==> src/hw/rtl/asb_pkg.sv <==
`timescale 1ns / 1ps

package asb_pkg;

   // Item function codes.
   localparam logic [1:0] FUNC_TICK  = 2'd0;
   localparam logic [1:0] FUNC_TUNE  = 2'd1;
   localparam logic [1:0] FUNC_AMP   = 2'd2;
   localparam logic [1:0] FUNC_PHASE = 2'd3;

   // Register indexes on the configuration port.
   localparam logic [7:0] CSR_ENV_LEN    = 8'd0;
   localparam logic [7:0] CSR_FREQ_LIMIT = 8'd1;

   localparam logic [15:0] ENV_LEN_RESET    = 16'd480;
   localparam logic [23:0] FREQ_LIMIT_RESET = 24'd352800;

   // 0.001 in Q8.24.
   localparam logic signed [31:0] AMP_QUIET = 32'sd16777;
   // 1.0 in Q2.30.
   localparam logic signed [31:0] X_RESET   = 32'sh40000000;

   typedef struct packed {
      logic signed [31:0] x;
      logic signed [31:0] y;
   } osc_type;

   typedef struct packed {
      logic signed [31:0] k1;
      logic signed [31:0] k2;
      logic [23:0]        freq;
   } tune_type;

   typedef struct packed {
      logic signed [31:0] now;
      logic signed [31:0] target;
      logic signed [31:0] step;
      logic [15:0]        steps;
   } amp_type;

   typedef struct packed {
      logic        start;
      logic        neg;
      logic [31:0] mag;
      logic [15:0] divisor;
   } div_req_type;

   // Arithmetic shift right with round half up.
   function automatic logic signed [63:0] round_shift(input logic signed [63:0] p,
                                                      input int unsigned s);
      logic signed [63:0] half;
      half = 64'sd1 <<< (s - 1);
      return (p + half) >>> s;
   endfunction

   function automatic logic signed [31:0] sat32(input logic signed [63:0] v);
      logic signed [31:0] r;
      if (v > 64'sd2147483647) begin
         r = 32'sh7fffffff;
      end else if (v < -64'sd2147483648) begin
         r = 32'sh80000000;
      end else begin
         r = v[31:0];
      end
      return r;
   endfunction

endpackage

==> src/hw/rtl/asb_div.sv <==
`timescale 1ns / 1ps

// Restoring divider, one quotient bit per cycle. The quotient is truncated
// toward zero, signed by neg and saturated to 32 bits.
module asb_div (
   input  logic                 clock,
   input  logic                 reset,
   input  asb_pkg::div_req_type req,
   output logic                 done,
   output logic signed [31:0]   quot
);

   logic        busy_ff, busy_in;
   logic        done_ff, done_in;
   logic [4:0]  cnt_ff, cnt_in;
   logic [31:0] q_ff, q_in;
   logic [15:0] rem_ff, rem_in;
   logic [15:0] div_ff, div_in;
   logic        neg_ff, neg_in;
   logic [16:0] rem_sh;
   logic [16:0] rem_sub;
   logic        ge;

   assign rem_sh  = {rem_ff, q_ff[31]};
   assign ge      = rem_sh >= {1'b0, div_ff};
   assign rem_sub = rem_sh - {1'b0, div_ff};

   always_comb begin
      busy_in = busy_ff;
      done_in = 1'b0;
      cnt_in  = cnt_ff;
      q_in    = q_ff;
      rem_in  = rem_ff;
      div_in  = div_ff;
      neg_in  = neg_ff;
      if (req.start) begin
         busy_in = 1'b1;
         cnt_in  = 5'd31;
         q_in    = req.mag;
         rem_in  = '0;
         div_in  = req.divisor;
         neg_in  = req.neg;
      end else if (busy_ff) begin
         q_in   = {q_ff[30:0], ge};
         rem_in = ge ? rem_sub[15:0] : rem_sh[15:0];
         cnt_in = cnt_ff - 5'd1;
         if (cnt_ff == 5'd0) begin
            busy_in = 1'b0;
            done_in = 1'b1;
         end
      end
   end

   always_ff @(posedge clock) begin
      if (reset) begin
         busy_ff <= 1'b0;
         done_ff <= 1'b0;
      end else begin
         busy_ff <= busy_in;
         done_ff <= done_in;
      end
   end

   always_ff @(posedge clock) begin
      cnt_ff <= cnt_in;
      q_ff   <= q_in;
      rem_ff <= rem_in;
      div_ff <= div_in;
      neg_ff <= neg_in;
   end

   always_comb begin
      if (neg_ff) begin
         quot = (q_ff > 32'h80000000) ? 32'sh80000000 : $signed(-q_ff);
      end else begin
         quot = q_ff[31] ? 32'sh7fffffff : $signed(q_ff);
      end
   end

   assign done = done_ff;

   a_no_restart: assert property (@(posedge clock) disable iff (reset)
      busy_ff |-> !req.start)
      else $error("divider started while busy");

   a_done_pulse: assert property (@(posedge clock) disable iff (reset)
      done_ff |-> !busy_ff)
      else $error("divider done while still busy");

   a_done_end: assert property (@(posedge clock) disable iff (reset)
      $fell(busy_ff) && !$past(req.start) |-> done_ff)
      else $error("divider finished without done");

endmodule
==> config.mk <==
export PLATFORM = sky130hd
export DESIGN_NAME = asb_div
export DESIGN_NICKNAME = d
export VERILOG_FILES = /design/src/hw/rtl/asb_pkg.sv /design/src/hw/rtl/asb_div.sv
export SDC_FILE = /design/constraint.sdc
export NUM_CORES = 1
export LEC_CHECK = 0
export BUFFER_PORTS_ARGS = -buffer_cell sky130_fd_sc_hd__buf_2
export CAP_MARGIN = 10
export CORE_MARGIN = 3
export CORE_UTILIZATION = 35
export DETAILED_ROUTE_END_ITERATION = 8
export SLEW_MARGIN = 25
export SYNTH_ARGS = -nofsm -noshare
export SYNTH_HDL_FRONTEND = slang
export SYNTH_SLANG_ARGS = --single-unit
==> constraint.sdc <==
create_clock -name clock -period 3.3 [get_ports clock]
set_input_delay 0.66 -clock clock [delete_from_list [all_inputs] [get_ports clock]]
set_output_delay 0.66 -clock clock [all_outputs]
set_load 0.05 [all_outputs]
Yosys cells after proc, flatten, opt, wreduce, memory -nomap -nowiden
Index checks and enable logic that the tools add are counted.
- $add $sub $neg: 3
- order comparisons: 2
- multiplexer cells: 10
- bitwise operators: 1
- reduce and logical (&&, ||, !) cells: 3
- operators with widths (cell ; count):
    $mux W32 ; 4
    $gt A32 B32 Y1 const B ; 1
    $neg A32 Y32 ; 1
    $mux W31 ; 1
    $ge A17 B16 Y1 ; 1
    $mux W16 ; 1
    $sub A16 B16 Y16 ; 1
    $logic_not A5 Y1 ; 1
    $sub A5 B1 Y5 const B ; 1
    $mux W1 ; 4
    $reduce_or A3 Y1 ; 1
    $reduce_bool A2 Y1 ; 1
    $not A1 Y1 ; 1
- register bits after elaboration: 72
- input bits: 52
- word-level logic and storage cells: 26

Depth between registers and ports, before layout
Gate-level depths: netlist of the first run.
- word-level depth: 4
- mapped depth: 10

Worst setup path before layout of the first run
OpenSTA, ideal clock, no wires.
- kind: register -> output
- start point: register q_ff[0]
- end point: output port quot[10]
- arrival: 3.615 ns
- required time: 2.640 ns
- path slack: -0.975 ns
- cell stages (with the launch flop): 9
- path buffers: 0
- path through: edfxtp_1 inv_1 ha_1 nor3b_1 nand3_1 nor3_4 a21o_4 nand2_4 o311ai_0
- longest elaborated chain between the ends: 3
- elaborated cells between the ends (all ways): 4
- ends and longest elaborated chain (item ; line ; RTL):
    start: declaration ; asb_div.sv:16 ; logic [31:0] q_ff, q_in;
    start signal: assignment ; asb_div.sv:66 ; q_ff <= q_in;
    $neg A32 Y32 / $gt A32 B32 Y1 (equally long branches) ; asb_div.sv:74 ; quot = (q_ff > 32'h80000000) ? 32'sh80000000 : $signed(-q_ff);
    $mux W32 (*) ; asb_div.sv:74 ;
    $mux W32 (*) ; asb_div.sv:73 ; if (neg_ff) begin
    end: declaration ; asb_div.sv:10 ; output logic signed [31:0] quot
Every way passes the cells marked *; elsewhere a longest branch is shown, timed or not.

Worst setup path after layout of the first run
- start point: register q_ff[0]
- end point: output port quot[16]
The elaborated chain is that of the path after synthesis.

==> run_results.csv, run 1 <==
group,metric,value,unit
final_layout,layout_common_cells,"buf_2, buf_4, edfxtp_1",
yosys,syn_area_per_cell,9.282,um^2
final_layout,nNetsFinal,692,
yosys,synth_ff_type,"edfxtp_1",
final_layout,area_growth,33.11,%
route,vias_per_cell,5.508,
route,route.met2.wl,6.164,mm
power_and_ir_drop,pwr-share-clk,31.9,%
sta,post-route-period-util,97.88,%
yosys,ys_warn_count,0,
run_status,status,"completed",
worst_setup_path,crit_fanout,7,
worst_setup_path,crit_path_end_kind,"output port",
final_layout,n_antenna_cell,0,
placement,portBuffers,84,
global_route,grt_pass1_vias,4301,
worst_setup_path,cp_data_required_time,2640,ps
route,drcViolationCount,0,
die,initial_core_util,36.48,%
route,drt-total-wl,13.00,mm
yosys,ys_types,63,
route,avgRoutedWirePerCell,16.28,um
route,firstDrtPassIters,5,
final_layout,final_common_cell,"buf_2",
sta,period_needed,3230,ps
yosys,netlist_top_cells_area,"edfxtp_1, dfxtp_1, mux2_2, ha_1, o21ai_0",
final_layout,final_cells,798,
route,top_layer,"met4",
die,dieHeight,121.6,um
sta,setup_viol,0,
final_layout,design_area,6227,um^2
placement,dp.cells,771,
clocking,hold_buffers,0,
placement,place_area,5639,um^2
route,initialDrtViolationCount,340,
power_and_ir_drop,seq_power_share,38.1,%
global_route,grt_start_max_net_pins,37,
clocking,clk_pin_slew_worst_paths,60,ps
placement,dp_hpwl,9.400,mm
route,wl_met3,716,um
final_layout,drive_above_1_share,33.71,%
die,dieArea,14790,um^2
die,ioPinCount,85,
worst_setup_path,arrival,2570,ps
global_route,gr-usage-all-layers,17.57,%
route,m1WireLength,5.810,mm
clocking,numCtsBuffers,9,
die,die_x,121.6,um
final_layout,finish.utilization,48.56,%
power_and_ir_drop,power,2.904,mW
clocking,cts_tree,"yes",
worst_setup_path,slowest_delay,410,ps
worst_hold_path,hp-class,"input pin to flop",
yosys,syn_nets,575,
clocking,cts_root_buf,"clkbuf_16",
sta,drv_slew,0,
power_and_ir_drop,power.internal,1.924,mW
yosys,syn_inst,504,
clocking,worstSkewPairLatency,340,ps
die,core,12820,um^2
clocking,clockBufferDepth,2,
sta,hold_violations,0,
power_and_ir_drop,ir_drop,0.1997,mV
yosys,synthArstFlopShare,0,%
sta,finClkSkew,9.772,ps
yosys,netlist.area_leader.share,31.45,%
global_route,grt_pass1_wl,20.64,mm
yosys,synth-seq-cells,72,
yosys,synth_area,4678,um^2
clocking,htreeDepth,3,
sta,relSlewSlack,35.39,%
yosys,seq_area_frac_synth,41.29,%
power_and_ir_drop,combPwrFrac,29.9,%
global_route,grt_antenna_before_repair,0,
clocking,cts.sinks,72,
route,drt.antenna.violating_nets,0,
worst_setup_path,critPathLaunchType,"flop",
power_and_ir_drop,power.density,466.3,nW/um^2
yosys,synth_largest_area_cell,"edfxtp_1",
worst_setup_path,cp_cell_sequence,"inv_2 > ha_4 > nor3b_2 > buf_4 > nand3_4 > nor3_4 > a21o_4 > nand2_4 > o311ai_1 > buf_4",
sta,grt_setup_unrepaired,"yes",
power_and_ir_drop,sw_frac_of_total,33.74,%
power_and_ir_drop,p_sw,0.9798,mW
global_route,overflow,0,
sta,worstMarginPinSlew,965.5,ps
job,cap_violations,0,
worst_setup_path,timing.critical_path.mode_cell,"buf_4",
power_and_ir_drop,p_leak,2.462,nW
worst_setup_path,crit_type,"flop to output port",
yosys,synth_edf_count,49,
die,rows,41,
route,vias,4395,
sta,fmax,0.3096,GHz
placement,gp_congestion,0.8927,
worst_setup_path,critPathSlowestCell,"edfxtp_1",
## layout make-up
class | instances | area, um^2
Clock buffer | 14 | 265.3
Inverter | 28 | 105.1
Fill cell | 1235 | 6598
Sequential cell | 72 | 1932
Timing Repair Buffer | 128 | 855.8
Clock inverter | 2 | 11.26
Multi-Input combinational cell | 382 | 2843
Tap cell | 172 | 215.2
## through the flow
step	worst slack, ps	setup TNS, ps	hold slack [ps]
after floorplan	-400.4	-2565	437.3
after global placement	191.2	0	457.5
after detailed placement	100.3	0	471.6
after CTS	-9.837	-13.09	473.6
after global routing	-20.43	-45.80	480.1
final	70.04	0	486.8
## cells by family after synthesis
| kind of cell | after synthesis | share of synthesized area [%] |
|---|---|---|
| multiplexers | 31 | 7.355 |
| adder cells (fa/ha/maj) | 19 | 5.242 |
| AO/OA/AOI/OAI | 141 | 19.76 |
| XOR/XNOR | 15 | 2.808 |
| AND/OR/NAND/NOR | 175 | 19.15 |
| flip-flops | 72 | 41.29 |
| buffers and inverters | 51 | 4.386 |
## flip-flops by register name, summed over array words and instances (netlist names)
name / cells
q_ff: 32
div_ff: 16
rem_ff: 16
done: 1
cnt_ff: 5
neg_ff: 1
busy_ff: 1
## power groups by stage
stage	Combinational, mW	Sequential (mW)	Clock [mW]
2_1_floorplan	0.559	1.12	0
3_3_place_gp	0.791	1.12	0
3_5_place_dp	0.798	1.12	0
4_1_cts	0.837	1.10	0.949
5_1_grt	0.933	1.12	0.984
6_report	0.869	1.11	0.928
## synth_stat cells (8+ instances only)
cell      count
nand2_1      41
inv_1        28
a21oi_1      32
nor3_1       17
nand2b_1      8
a31oi_1       8
clkbuf_1     16
dfxtp_1      23
o311ai_0     10
edfxtp_1     49
o21ai_0      42
nor2_1       38
ha_1         18
mux2_2       27
o311ai_1      9
nand3_1      28
xnor2_1      10
## path summary, 6_finish.rpt
kind,endpoint,start,slack (ps),depth (start not counted)
max,quot[16],q_ff[0]$_DFFE_PP_,70,10
min,busy_ff$_SDFF_PP0_,reset,490,2
max reg2reg,q_ff[6]$_DFFE_PP_,busy_ff$_SDFF_PP0_,770,3
min reg2reg,cnt_ff[4]$_SDFFE_PP1P_,cnt_ff[4]$_SDFFE_PP1P_,490,2
## worst max-delay path, delay by kind of cell (launching register included)
family,cells,cell delay (ps)
AND/OR/NAND/NOR,4,590
AO/OA/AOI/OAI,2,560
buffers and inverters,3,530
flip-flops,1,410
adder cells (fa/ha/maj),1,150
## per-layer routing
metal,track usage [%],up-vias
met1,22.32,2097
li1,-,2153
met5,0,-
met2,28.77,124
met4,8.543,0
met3,3.343,21
## repair_timing
action                                  CTS  global route
pin swaps                                 2             4
endpoints found under the setup margin   25            28
setup buffers                             2             8
gates cloned                              0             1
gates resized for setup                  28            30
No activity file was read; power rests on OpenSTA's default activity.
==> inputs of run 2 (changes only) <==
RECOVER_POWER = 50   (was not set)
==> run 2 against run 1 <==
The flow now finishes with violations (max-capacitance violations, max-slew violations). Clock skew hardly changed. Via count hardly changed. Register-to-register slack worse by 20 ps. Maximum frequency hardly changed. Critical endpoint unchanged. Largest power group unchanged.
==> run_results.csv, run 2 (synthesized netlist as in run 1, its figures left out) <==
group,metric,value,unit
run_status,status,"finished with violations",
run_status,failed_checks,"max-capacitance violations, max-slew violations",
route,drcViolationCount,0,
final_layout,layout_common_cells,"buf_2, buf_4, edfxtp_1",
route,drt.antenna.violating_nets,0,
route,initialDrtViolationCount,340,
job,cap_violations,2,
route,firstDrtPassIters,5,
placement,dp_hpwl,9.400,mm
worst_setup_path,cp_data_required_time,2640,ps
worst_setup_path,crit_fanout,7,
final_layout,top_register,"q_ff",
clocking,clockBufferDepth,2,
die,initial_core_util,36.48,%
worst_setup_path,reg2reg_slack,750,ps
final_layout,nFillCells,1236,
sta,post-route-period-util,97.90,%
global_route,grt_pass1_vias,4301,
final_layout,largest_reg_flops,32,
route,m1WireLength,5.821,mm
final_layout,design_area,6217,um^2
global_route,grt_start_max_net_pins,37,
die,die_x,121.6,um
worst_setup_path,arrival,2570,ps
worst_hold_path,hold_end,"busy_ff$_SDFF_PP0_",
power_and_ir_drop,ir_drop,0.1996,mV
power_and_ir_drop,p_leak,2.448,nW
die,core,12820,um^2
route,avgRoutedWirePerCell,16.31,um
final_layout,drive_above_1_share,33.07,%
sta,setup_viol,0,
power_and_ir_drop,power.density,467.1,nW/um^2
sta,grt_setup_unrepaired,"yes",
placement,portBuffers,84,
clocking,cts_root_buf,"clkbuf_16",
clocking,cts.sinks,72,
worst_setup_path,crit-reg2reg-launch,"busy_ff$_SDFF_PP0_",
final_layout,nNetsFinal,692,
worst_setup_path,timing.rr.end,"q_ff[6]$_DFFE_PP_",
die,rows,41,
worst_hold_path,hold_path_startpoint,"reset",
clocking,numCtsBuffers,9,
worst_setup_path,worst-r2r-cell-count,3,
clocking,clk_pin_slew_worst_paths,60,ps
clocking,hold_buffers,0,
final_layout,final_common_cell,"buf_2",
clocking,htreeDepth,3,
final_layout,n_antenna_cell,0,
worst_setup_path,crit_type,"flop to output port",
route,drt-total-wl,13.02,mm
sta,period_needed,3231,ps
route,route.met2.wl,6.176,mm
sta,relSlewSlack,-10.65,%
sta,drv_slew,68,
global_route,gr-usage-all-layers,17.57,%
sta,finClkSkew,9.859,ps
clocking,cts_tree,"yes",
placement,gp_congestion,0.8927,
worst_setup_path,critPathLaunchType,"flop",
worst_setup_path,crit_start,"q_ff[0]$_DFFE_PP_",
die,dieHeight,121.6,um
route,vias_per_cell,5.511,
worst_hold_path,whs_path_depth,2,
worst_setup_path,crit_path_end_kind,"output port",
clocking,worstSkewPairLatency,340,ps
die,dieArea,14790,um^2
placement,place_area,5639,um^2
route,top_layer,"met4",
final_layout,area_growth,32.90,%
sta,worstMarginPinSlew,1660,ps
route,wl_met3,715,um
final_layout,reg_top3,"q_ff: 32 flops, div_ff: 16 flops, rem_ff: 16 flops",
final_layout,finish.utilization,48.48,%
sta,hold_violations,0,
global_route,grt_pass1_wl,20.64,mm
sta,fmax,0.3095,GHz
global_route,overflow,0,
die,ioPinCount,85,
worst_hold_path,hp-class,"input pin to flop",
global_route,grt_antenna_before_repair,0,
route,vias,4398,
[run 2: worst max path at each step]
| stage | end | slack (ps) | cells after the start |
|---|---|---|---|
| after floorplan | quot[10] | -400 | 8 |
| after global placement | quot[21] | 190 | 11 |
| after detailed placement | quot[21] | 100 | 11 |
| after CTS | quot[29] | -10 | 7 |
| after global routing | quot[17] | -20 | 10 |
| final | quot[16] | 70 | 10 |
[run 2: critical path, stage by stage (launching register included)]
cell and delay, ps:
edfxtp_1 410, inv_2 110, ha_4 150, nor3b_2 160, buf_4 160, nand3_4 90
nor3_4 200, a21o_4 210, nand2_4 140, o311ai_1 350, buf_4 260
[run 2: layer usage]
metal / vias up / GRT usage [%]
met5: - / 0
met4: 0 / 8.543
met3: 21 / 3.343
met2: 122 / 28.77
met1: 2101 / 22.32
li1: 2154 / -
[run 2: area by class of cell]
class                      instances  area, um^2  area share (%)
clock buffer                      14       265.3           4.266
clock inverter                     2       11.26          0.1811
inverter                          28       105.1           1.690
multi-input combinational        382        2843           45.72
sequential                        72        1932           31.07
tap                              172       215.2           3.461
timing repair buffer             128       845.8           13.60
[run 2: through the flow]
step / setup TNS [ps] / setup slack [ps] / hold WS [ps] / std cells / power (mW)
after floorplan: -2565 / -400.4 / 437.3 / 504 / 1.681
after global placement: 0 / 191.2 / 457.5 / 771 / 1.909
after detailed placement: 0 / 100.3 / 471.6 / 771 / 1.919
after CTS: -13.09 / -9.837 / 473.6 / 789 / 2.889
after global routing: -45.80 / -20.43 / 480.1 / 798 / 3.035
final: 0 / 69.37 / 486.8 / 798 / 2.904
[run 2: what timing repair did]
action	4_1_cts	5_1_grt
gates resized for setup	28	30
endpoints found under the setup margin	25	28
cloned	0	1
buffers inserted	2	8
pin swaps	2	4
[run 2: power breakdown]
part,leakage [nW],switching [mW],internal [mW]
Clock,0.136,0.373,0.555
Sequential,0.677,0.0590,1.05
Combinational,1.63,0.548,0.321
